===== config.mk =====
export PLATFORM = sky130hd
export DESIGN_NAME = humidity_temp_frame_decoder_flat
export DESIGN_NICKNAME = d
export VERILOG_FILES = /design/src/rtl/htfd_pkg.sv /design/src/rtl/htfd_if.sv /design/src/rtl/htfd_convert.sv /design/src/rtl/humidity_temp_frame_decoder.sv /design/src/flat_wrapper.sv
export SDC_FILE = /design/constraint.sdc
export NUM_CORES = 1
export LEC_CHECK = 0
export ABC_AREA = 1
export BUFFER_PORTS_ARGS = -buffer_cell sky130_fd_sc_hd__buf_2
export CAP_MARGIN = 15
export CORE_ASPECT_RATIO = 1.75
export CORE_MARGIN = 3
export CORE_UTILIZATION = 30
export CTS_CLUSTER_DIAMETER = 150
export DETAILED_ROUTE_END_ITERATION = 12
export PLACE_DENSITY_LB_ADDON = 0.3
export SLEW_MARGIN = 10
export SYNTH_ARGS = -nofsm -noshare
export SYNTH_HDL_FRONTEND = slang
export SYNTH_SLANG_ARGS = --single-unit

===== constraint.sdc =====
create_clock -name clk_i -period 18 [get_ports clk_i]
set_input_delay 3.6 -clock clk_i [delete_from_list [all_inputs] [get_ports clk_i]]
set_output_delay 3.6 -clock clk_i [all_outputs]
set_load 0.03 [all_outputs]

===== src/rtl/htfd_pkg.sv =====
`timescale 1ns / 1ps

package htfd_pkg;

  // crc-8 parameters of the sensor word check
  localparam logic [7:0] CRC_INIT = 8'hFF;
  localparam logic [7:0] CRC_POLY = 8'h31;

  // byte positions inside the six-byte frame
  localparam logic [2:0] POS_T_MSB = 3'd0;
  localparam logic [2:0] POS_T_LSB = 3'd1;
  localparam logic [2:0] POS_T_CRC = 3'd2;
  localparam logic [2:0] POS_H_MSB = 3'd3;
  localparam logic [2:0] POS_H_LSB = 3'd4;
  localparam logic [2:0] POS_H_CRC = 3'd5;

  // conversion constants, results in tenths
  localparam int unsigned TEMP_SPAN   = 1750;
  localparam int unsigned TEMP_OFFSET = 450;
  localparam int unsigned HUM_SPAN    = 1000;
  localparam int unsigned FULL_SCALE  = 65535;

  typedef enum logic [1:0] {
    STATUS_OK       = 2'd0,
    STATUS_TEMP_CRC = 2'd1,
    STATUS_HUM_CRC  = 2'd2
  } status_e;

  // one byte of msb-first crc-8, no reflection
  function automatic logic [7:0] crc8_update(input logic [7:0] crc, input logic [7:0] data);
    logic [7:0] c;
    c = crc ^ data;
    for (int k = 0; k < 8; k++) begin
      if (c[7]) begin
        c = {c[6:0], 1'b0} ^ CRC_POLY;
      end else begin
        c = {c[6:0], 1'b0};
      end
    end
    return c;
  endfunction

endpackage


===== src/rtl/htfd_if.sv =====
`timescale 1ns / 1ps

// byte channel into the decoder
interface htfd_in_if;
  logic       valid;
  logic       ready;
  logic [7:0] resp_byte;
  logic       frame_start;

  modport source (output valid, output resp_byte, output frame_start, input ready);
  modport sink   (input valid, input resp_byte, input frame_start, output ready);
endinterface

// measurement result channel
interface htfd_out_if;
  logic               valid;
  logic               ready;
  logic signed [11:0] temp_tenths;
  logic        [9:0]  hum_tenths;
  logic        [1:0]  status;

  modport source (output valid, output temp_tenths, output hum_tenths, output status,
                  input ready);
  modport sink   (input valid, input temp_tenths, input hum_tenths, input status,
                  output ready);
endinterface


===== src/rtl/htfd_convert.sv =====
`timescale 1ns / 1ps

// scales raw words to tenths: x * span / 65535, truncated, temperature less offset
module htfd_convert (
  input  logic        [15:0] temp_raw_i,
  input  logic        [15:0] hum_raw_i,
  output logic signed [11:0] temp_x10_o,
  output logic        [9:0]  hum_x10_o
);

  logic [26:0] temp_prod;
  logic [10:0] temp_q0;
  logic [16:0] temp_rem;
  logic [10:0] temp_q;
  logic [25:0] hum_prod;
  logic [9:0]  hum_q0;
  logic [16:0] hum_rem;
  logic [9:0]  hum_q;

  // x = hi * 65536 + lo = hi * 65535 + (hi + lo), so one correction step suffices
  always_comb begin
    temp_prod = 27'(temp_raw_i) * 27'(htfd_pkg::TEMP_SPAN);
    temp_q0   = temp_prod[26:16];
    temp_rem  = 17'(temp_q0) + 17'(temp_prod[15:0]);
    temp_q    = temp_q0 + 11'((temp_rem >= 17'(htfd_pkg::FULL_SCALE)) ? 1 : 0);
    temp_x10_o = $signed(12'(temp_q) - 12'(htfd_pkg::TEMP_OFFSET));
  end

  always_comb begin
    hum_prod = 26'(hum_raw_i) * 26'(htfd_pkg::HUM_SPAN);
    hum_q0   = hum_prod[25:16];
    hum_rem  = 17'(hum_q0) + 17'(hum_prod[15:0]);
    hum_q    = hum_q0 + 10'((hum_rem >= 17'(htfd_pkg::FULL_SCALE)) ? 1 : 0);
    hum_x10_o = hum_q;
  end

endmodule


===== src/rtl/humidity_temp_frame_decoder.sv =====
`timescale 1ns / 1ps

// Decodes the six-byte response of a humidity/temperature sensor.
// in_i carries one frame byte per beat: temperature msb, lsb, crc, then
// humidity msb, lsb, crc. frame_start on a beat restarts the frame at the
// temperature msb and drops any partial frame.
// out_o carries one result per complete frame: temperature and humidity in
// tenths plus a status (ok, temperature crc bad, humidity crc bad; the
// temperature check wins). On a bad status both values read zero.
// Throughput: one byte per cycle while in_i.ready is high. The result
// appears in the cycle after the humidity crc byte's beat; the humidity
// crc compare and the scaling multiply with its reciprocal correction
// sit between the frame state registers and the result register.
// Reset clears the frame position, crc and result valid; the first byte
// after reset is taken as a temperature msb.
// When the receiver stalls, the result register holds its beat; bytes keep
// being accepted until the humidity crc byte is next, so in_i.ready drops
// only while a result waits untaken and that byte is due.
module humidity_temp_frame_decoder (
  input logic        clk_i,
  input logic        rst_ni,
  htfd_in_if.sink    in_i,
  htfd_out_if.source out_o
);

  logic [2:0]  pos_q, pos_d, pos_eff;
  logic [7:0]  crc_q, crc_d, crc_seed, crc_next;
  logic [15:0] temp_raw_q, temp_raw_d;
  logic [15:0] hum_raw_q, hum_raw_d;
  logic        temp_bad_q, temp_bad_d;
  logic        accept;
  logic        last_beat;
  logic        hum_bad;
  logic signed [11:0] temp_conv;
  logic        [9:0]  hum_conv;
  htfd_pkg::status_e  status_d;

  logic               out_valid_q;
  logic signed [11:0] out_temp_q;
  logic        [9:0]  out_hum_q;
  htfd_pkg::status_e  out_status_q;

  // hold bytes back only when the next one would produce a result
  assign in_i.ready = ~out_valid_q | out_o.ready | (pos_q != htfd_pkg::POS_H_CRC);
  assign accept     = in_i.valid & in_i.ready;

  // effective position: restart or out-of-range goes back to the first byte
  assign pos_eff = (in_i.frame_start || pos_q > htfd_pkg::POS_H_CRC)
                   ? htfd_pkg::POS_T_MSB : pos_q;

  assign crc_seed = (pos_eff == htfd_pkg::POS_T_MSB || pos_eff == htfd_pkg::POS_H_MSB)
                    ? htfd_pkg::CRC_INIT : crc_q;
  assign crc_next = htfd_pkg::crc8_update(crc_seed, in_i.resp_byte);

  // frame state update per byte
  always_comb begin
    pos_d      = pos_q;
    crc_d      = crc_q;
    temp_raw_d = temp_raw_q;
    hum_raw_d  = hum_raw_q;
    temp_bad_d = temp_bad_q;
    last_beat  = 1'b0;
    if (accept) begin
      pos_d = (pos_eff == htfd_pkg::POS_H_CRC) ? htfd_pkg::POS_T_MSB : pos_eff + 3'd1;
      unique case (pos_eff)
        htfd_pkg::POS_T_MSB: begin
          crc_d      = crc_next;
          temp_raw_d = {in_i.resp_byte, 8'h00};
        end
        htfd_pkg::POS_T_LSB: begin
          crc_d      = crc_next;
          temp_raw_d = {temp_raw_q[15:8], in_i.resp_byte};
        end
        htfd_pkg::POS_T_CRC: begin
          temp_bad_d = (crc_q != in_i.resp_byte);
          crc_d      = htfd_pkg::CRC_INIT;
        end
        htfd_pkg::POS_H_MSB: begin
          crc_d     = crc_next;
          hum_raw_d = {in_i.resp_byte, 8'h00};
        end
        htfd_pkg::POS_H_LSB: begin
          crc_d     = crc_next;
          hum_raw_d = {hum_raw_q[15:8], in_i.resp_byte};
        end
        default: begin
          crc_d     = htfd_pkg::CRC_INIT;
          last_beat = 1'b1;
        end
      endcase
    end
  end

  // scaling of the stored words
  htfd_convert u_convert (
    .temp_raw_i (temp_raw_q),
    .hum_raw_i  (hum_raw_q),
    .temp_x10_o (temp_conv),
    .hum_x10_o  (hum_conv)
  );

  // status, temperature check first
  assign hum_bad  = (crc_q != in_i.resp_byte);
  assign status_d = temp_bad_q ? htfd_pkg::STATUS_TEMP_CRC
                  : (hum_bad ? htfd_pkg::STATUS_HUM_CRC : htfd_pkg::STATUS_OK);

  // frame state registers
  always_ff @(posedge clk_i or negedge rst_ni) begin
    if (!rst_ni) begin
      pos_q      <= htfd_pkg::POS_T_MSB;
      crc_q      <= htfd_pkg::CRC_INIT;
      temp_raw_q <= '0;
      hum_raw_q  <= '0;
      temp_bad_q <= 1'b0;
    end else begin
      pos_q      <= pos_d;
      crc_q      <= crc_d;
      temp_raw_q <= temp_raw_d;
      hum_raw_q  <= hum_raw_d;
      temp_bad_q <= temp_bad_d;
    end
  end

  // result valid
  always_ff @(posedge clk_i or negedge rst_ni) begin
    if (!rst_ni) begin
      out_valid_q <= 1'b0;
    end else if (last_beat) begin
      out_valid_q <= 1'b1;
    end else if (out_o.ready) begin
      out_valid_q <= 1'b0;
    end
  end

  // result payload
  always_ff @(posedge clk_i) begin
    if (last_beat) begin
      out_status_q <= status_d;
      if (status_d == htfd_pkg::STATUS_OK) begin
        out_temp_q <= temp_conv;
        out_hum_q  <= hum_conv;
      end else begin
        out_temp_q <= '0;
        out_hum_q  <= '0;
      end
    end
  end

  assign out_o.valid       = out_valid_q;
  assign out_o.temp_tenths = out_temp_q;
  assign out_o.hum_tenths  = out_hum_q;
  assign out_o.status      = out_status_q;

endmodule


===== src/flat_wrapper.sv =====
// flat-port wrapper written by rule: the top's interface ports become plain ports
module humidity_temp_frame_decoder_flat 
  (clk_i, rst_ni, in_i_valid, in_i_resp_byte, in_i_frame_start, in_i_ready, out_o_valid, out_o_temp_tenths, out_o_hum_tenths, out_o_status, out_o_ready);
  htfd_in_if in_i_i ();
  htfd_out_if out_o_i ();
  input logic clk_i;
  input logic rst_ni;
  input wire logic [$bits(in_i_i.valid)-1:0] in_i_valid;
  input wire logic [$bits(in_i_i.resp_byte)-1:0] in_i_resp_byte;
  input wire logic [$bits(in_i_i.frame_start)-1:0] in_i_frame_start;
  output wire logic [$bits(in_i_i.ready)-1:0] in_i_ready;
  output wire logic [$bits(out_o_i.valid)-1:0] out_o_valid;
  output wire logic [$bits(out_o_i.temp_tenths)-1:0] out_o_temp_tenths;
  output wire logic [$bits(out_o_i.hum_tenths)-1:0] out_o_hum_tenths;
  output wire logic [$bits(out_o_i.status)-1:0] out_o_status;
  input wire logic [$bits(out_o_i.ready)-1:0] out_o_ready;
  assign in_i_i.valid = in_i_valid;
  assign in_i_i.resp_byte = in_i_resp_byte;
  assign in_i_i.frame_start = in_i_frame_start;
  assign in_i_ready = in_i_i.ready;
  assign out_o_valid = out_o_i.valid;
  assign out_o_temp_tenths = out_o_i.temp_tenths;
  assign out_o_hum_tenths = out_o_i.hum_tenths;
  assign out_o_status = out_o_i.status;
  assign out_o_i.ready = out_o_ready;
  humidity_temp_frame_decoder u_core (.clk_i(clk_i), .rst_ni(rst_ni), .in_i(in_i_i), .out_o(out_o_i));
endmodule

==> results of run 1 <==
## critical path, delay by kind of cell, from the launching register on
kind	cells	cell delay, ns
simple gates	23	2.72
buf+inv	8	0.57
compound gates	2	0.66
xor+xnor	1	0.21
fa+ha+maj	10	3.45
flops	1	0.45
## cell usage in the layout (no fill, tap or decap), types with 7 or more instances in the layout
| master | synthesis | final |
|---|---|---|
| nand3_1 | 73 | 73 |
| edfxtp_1 | 24 | 24 |
| xor2_1 | 30 | 30 |
| nor2_1 | 107 | 106 |
| xnor2_1 | 18 | 18 |
| o21ai_1 | 10 | 10 |
| ha_1 | 166 | 166 |
| nor2_2 | 6 | 7 |
| o21ai_2 | 7 | 7 |
| nand4_1 | 25 | 25 |
| nand2_2 | 31 | 31 |
| nand3_2 | 9 | 9 |
| inv_1 | 341 | 341 |
| clkbuf_16 | 0 | 10 |
| buf_2 | 2 | 38 |
| dfrtp_1 | 37 | 37 |
| o22ai_1 | 11 | 11 |
| o21ai_0 | 53 | 53 |
| inv_2 | 11 | 11 |
| nand2_1 | 285 | 285 |
| fa_1 | 113 | 113 |
| dfstp_2 | 8 | 8 |
| nor3_1 | 10 | 10 |
| a21oi_1 | 61 | 61 |
## state kept, by name, indices dropped and copies added, names as in the netlist
register and count:
u_core.hum_raw_q 16, u_core.pos_q 3, u_core.out_o.hum_tenths 10, u_core.out_o.temp_tenths 12, u_core.temp_bad_q 1, u_core.crc_q 8, u_core.out_o.valid 1, u_core.temp_raw_q 16
u_core.out_o.status 2
## area by class of cell
cell class	instances	area, µm²
fillers	4076	25200
multi-input cells	1071	8380
flip-flops and latches	69	1860
inverters	354	1330
well taps	480	601
clock buffers	11	264
repair buffers	40	205
clock inverters	5	63.8
## layer usage
| metal | GRT usage [%] | wire length (µm) | part of all wire, % |
|---|---|---|---|
| met4 | 11.5 | 2570 | 7.9 |
| met2 | 33.3 | 19100 | 59 |
| met5 | 0 | 0 | 0 |
| met1 | 13.9 | 10200 | 31 |
| met3 | 1.11 | 498 | 1.5 |
## worst max path at each step
stage / to / slack [ns] / cells after the start
2_1_floorplan: in_i_ready / 10.42 / 2
3_3_place_gp: u_core.out_o.temp_tenths[10] / 9.75 / 48
3_5_place_dp: u_core.out_o.temp_tenths[10] / 9.78 / 45
4_1_cts: u_core.out_o.temp_tenths[10] / 9.72 / 44
5_1_grt: u_core.out_o.temp_tenths[9] / 9.07 / 49
6_report: u_core.out_o.temp_tenths[10] / 9.78 / 44
## cells in the mapped netlist, drive strengths merged (6+ instances only)
cell type  count  area [µm²]
nand4         26         169
nand3b         6        48.8
nand3         82         455
xnor2         19         174
fa           113        2260
nor2         117         484
o22ai         11        68.8
inv          353        1330
o21ai         70         377
edfxtp        24         721
nand2        319        1300
a21oi         64         332
dfstp          8         210
dfrtp         37         926
ha           166        2080
nor3          11        60.1
xor2          33         312
## logic make-up (layout without fill, tap and decap cells)
kind of cell    Yosys count  count (layout)  share of synthesized area [%]
flops                    69              69                           16.0
fa+ha+maj               279             279                           37.4
buf+inv                 361             410                           11.7
simple gates            569             569                           22.2
xor+xnor                 52              52                           4.19
compound gates          171             171                           8.46
## per-stage QoR
step / instances / instance area, µm² / hold slack (ns) / util (%) / worst slack (ns)
finish: 2030 / 12700 / 0.506 / 33.5 / 9.78
global route: 2030 / 12700 / 0.515 / 33.5 / 9.07
floorplan: 1501 / 11600 / 0.470 / - / 10.42
global placement: 2014 / 12400 / 0.494 / 32.7 / 9.75
detailed placement: 2014 / 12400 / 0.496 / 32.7 / 9.78
CTS: 2030 / 12700 / 0.514 / 33.5 / 9.72
==> out/metrics.yaml, run 1 <==
tns_ns: 0
cts.sinks: 69
syn-instance-count: 1501
start_util_pct: 30.6
status: "complete, no violations"
hpwl_um: 28500
cts_buffers: 9
worstMarginPinSlew_ns: 0.988
cap_violations: 0
min_path_type: "reg -> reg"
synth_fp_nets: 1793
synth_flop_cell: "dfrtp_1"
grt_pass1_vias: 10119
drive_gt1_share_pct: 9.74
cts-root-buf: "clkbuf_16"
arrival_ns: 8.44
gr-usage-all-layers_pct: 16.1
yosysWarningCount: 0
fmax_ghz: 0.122
cts_tree: "yes"
die_w_um: 155
critical_path_class: "reg -> reg"
vias_per_cell: 4.73
cpPeakStageDelay_ns: 0.55
core-area_um2: 37900
finish.net_count: 1837
grt_setup_unrepaired: "false"
cp_common_cell: "nand2_1"
port-buffer-count: 38
rr_startpoint: "u_core.temp_raw_q[1]"
grt_pass1_wl_um: 51600
grt.overflow.total: 0
yosysSeqAreaShare_pct: 16.0
clk_latency_ns: 0.36
crit_required_ns: 18.22
setup_viol: 0
io_pins: 39
drt_wl_total_um: 32300
antenna_left: 0
startpoint: "u_core.temp_raw_q[1]"
synth_edf_count: 24
dieArea_um2: 41100
fin_crit_sh_pct: 45.6
cp_max_fo: 6
reg2reg_depth: 44
drc_errors: 0
hold_viol: 0
ys_ff_latch: 69
h-tree-depth: 3
r2r-end: "u_core.out_o.temp_tenths[10]"
grt_max_degree: 46
holdPathEnd: "u_core.out_o.valid"
cts_resized: 0
relSlewSlack_pct: 33.6
syn_avg_cell_area_um2: 7.72
async_flop_share_pct: 65.2
synth.distinct_cells: 53
end_kind: "register"
worstSetupStartpointType: "register"
place_congestion: 0.924
row_count: 94
skew_ns: 0.0114
dr.pass1.iters: 4
num_vias: 9593
crit_slowest_cell: "fa_1"
post_cts_buffers: 0
n_antenna_cell: 0
hold_depth: 2
drv_slew: 0
syn_to_final_growth_pct: 9.55
r2r_slack_ns: 9.78
clk_path_buf_depth: 2
synth_area_um2: 11600
clk_pin_slew_ns: 0.07
antenna_found_initial: 0
cts_hold_buf: 0
min-delay-start: "u_core.out_o.valid"
period_needed_ns: 8.22
dr.first_iter.drc_count: 345
wire_per_inst_um: 15.9
die_h_um: 266
Power of run 1 is not shown: default switching activity piles up to over one toggle a cycle in this logic, so the estimate is an artifact.
==> inputs of run 2 (changes only) <==
--- a/config.mk
+++ b/config.mk
@@ -5,7 +5,7 @@
 export SDC_FILE = /design/constraint.sdc
 export NUM_CORES = 1
 export LEC_CHECK = 0
-export ABC_AREA = 1
+export ABC_AREA = 0
 export BUFFER_PORTS_ARGS = -buffer_cell sky130_fd_sc_hd__buf_2
 export CAP_MARGIN = 15
 export CORE_ASPECT_RATIO = 1.75
==> constraint.sdc (replaced) <==
create_clock -name clk_i -period 7.35 [get_ports clk_i]
set_input_delay 1.47 -clock clk_i [delete_from_list [all_inputs] [get_ports clk_i]]
set_output_delay 1.47 -clock clk_i [all_outputs]
set_load 0.03 [all_outputs]
==> run 2 against run 1 <==
  * Area after synthesis is 3.7% lower
  * Maximum frequency rose by 4.5%
  * Synthesized cell count down 19%
  * The run now ends with negative setup slack left
==> out/metrics.yaml, run 2 <==
cts-root-buf: "clkbuf_16"
crit_required_ns: 7.42
synth_edf_count: 24
start_util_pct: 30.7
multi_input_area_um2: 9700
finish.net_count: 1761
cts.sinks: 69
holdPathEnd: "u_core.crc_q[0]"
synthTopCellsByCount: "179 x inv_1, 166 x ha_1, 113 x fa_1"
clk_latency_ns: 0.35
syn-instance-count: 1216
grt_pass1_wl_um: 52600
dr.first_iter.drc_count: 359
io_pins: 39
min-delay-start: "u_core.crc_q[0]"
relSlewSlack_pct: 31.0
r2r_slack_ns: -0.52
setup_viol: 10
port-buffer-count: 38
min_path_type: "reg -> reg"
crit_slowest_cell: "fa_1"
tns_ns: -3.52
hold_viol: 0
synth.area.top_cells: "fa_1 20%, ha_1 19%, dfrtp_1 8.3%"
fillers: 3641
n_antenna_cell: 0
dr.pass1.iters: 4
synth_fp_nets: 1508
worstMarginPinSlew_ns: 1.03
cts_buffers: 9
rr_startpoint: "u_core.temp_raw_q[6]"
drv_slew: 0
grt_setup_unrepaired: "true"
hpwl_um: 27500
antenna_left: 0
grt_max_degree: 46
row_count: 92
cp.depth: 39
period_needed_ns: 7.87
clk_path_buf_depth: 2
syn_avg_cell_area_um2: 9.18
cts_tree: "yes"
wire_per_inst_um: 16.8
clk_pin_slew_ns: 0.07
drive_gt1_share_pct: 36.1
seq_area_um2: 1880
cap_violations: 0
place_congestion: 0.901
fin_util_pct: 41.7
synth.distinct_cells: 82
async_flop_share_pct: 65.2
core-area_um2: 36400
drt_wl_total_um: 32600
synth_top_area_share_pct: 20.3
synth_area_leader_cell: "fa_1"
yosysMostFrequentCell: "inv_1"
worstSetupStartpointType: "register"
syn_to_final_growth_pct: 35.8
h-tree-depth: 3
synth_flop_cell: "dfrtp_1"
ys_ff_latch: 69
vias_per_cell: 4.93
status: "finished with violations"
reg2reg_depth: 39
critical_path_class: "reg -> reg"
hold_depth: 2
fmax_ghz: 0.127
yosysSeqAreaShare_pct: 16.6
cts_hold_buf: 0
dp_slack_ns: -0.797
end_kind: "register"
grt_pass1_vias: 10531
grt.overflow.total: 0
cp_top_family: "adder cells"
gr-usage-all-layers_pct: 16.5
drc_errors: 0
violations: "negative setup slack"
fin_crit_sh_pct: 107
antenna_found_initial: 0
dieArea_um2: 39700
num_vias: 9587
path_buf_inv: 10
layout_commonest_cell: "buf_4"
skew_ns: 0.0125
die_w_um: 152
layout_common_cells: "220 x buf_4, 159 x inv_1, 123 x ha_1, 103 x fa_1, 78 x nor2_1"
arrival_ns: 7.94
yosysWarningCount: 0
cpPeakStageDelay_ns: 0.51
setup_slack_ns: -0.515
cp_max_fo: 4
r2r-end: "u_core.out_o.temp_tenths[11]"
synth_area_um2: 11200
die_h_um: 261
[run 2: cell types whose count changed in the layout (fill, tap and decap cells not counted), sizes merged, moves of 14 or more]
cell	previous run	this run
nand2	319	87
buf	40	270
inv	354	180
nand3	82	15
xnor2	19	75
nor2	117	84
nand4	26	12
[run 2: tightest hold or removal path, stage by stage, from the launching register on]
cell and delay, ns:
dfstp_2 0.38, nor2_1 0.10, a21oi_1 0.05
[run 2: metrics by stage]
step,cell area (µm²),hold WS (ns),cells
after floorplan,11700,0.469,1216
after global placement,13700,0.506,1887
after detailed placement,13700,0.519,1887
after CTS,14600,0.528,1925
after global routing,15200,0.544,1944
final,15200,0.531,1944
[run 2: kinds of logic after synthesis]
logic type,synth area share [%]
multiplexers,1.61
XOR/XNOR,7.77
AO/OA/AOI/OAI,14.5
adder cells (fa/ha/maj),38.9
flip-flops,16.6
buffers and inverters,7.03
AND/OR/NAND/NOR,13.6
[run 2: what timing repair did]
item / CTS / global route
pin swaps: 66 / 103
setup endpoints to repair: 16 / 20
resized for setup: 77 / 97
buffers inserted: 22 / 19
[run 2: worst max-delay path by stage]
stage	slack (ns)	startpoint	endpoint
2_1_floorplan	-0.22	u_core.temp_raw_q[11]	u_core.out_o.temp_tenths[9]
3_3_place_gp	-0.68	u_core.temp_raw_q[8]	u_core.out_o.temp_tenths[9]
3_5_place_dp	-0.80	u_core.temp_raw_q[8]	u_core.out_o.temp_tenths[9]
4_1_cts	-0.55	u_core.temp_raw_q[6]	u_core.out_o.temp_tenths[8]
5_1_grt	-0.84	u_core.temp_raw_q[8]	u_core.out_o.temp_tenths[11]
6_report	-0.52	u_core.temp_raw_q[6]	u_core.out_o.temp_tenths[11]
[run 2: layer usage]
| metal | vias to the layer above | global-route usage, % | wire length, µm |
|---|---|---|---|
| met5 | - | 0 | 0 |
| met4 | 0 | 7.32 | 1410 |
| met3 | 70 | 1.16 | 417 |
| met2 | 131 | 36.5 | 20200 |
| met1 | 4739 | 14.5 | 10600 |
| li1 | 4647 | - | - |
[run 2: final cells by class]
cell class | instances | share of cell area, %
clock buffers | 12 | 1.77
flip-flops and latches | 69 | 12.4
well taps | 470 | 3.88
clock inverters | 4 | 0.355
inverters | 179 | 4.48
multi-input cells | 940 | 64.0
repair buffers | 270 | 13.2
Power of run 2 is left out for the same reason.
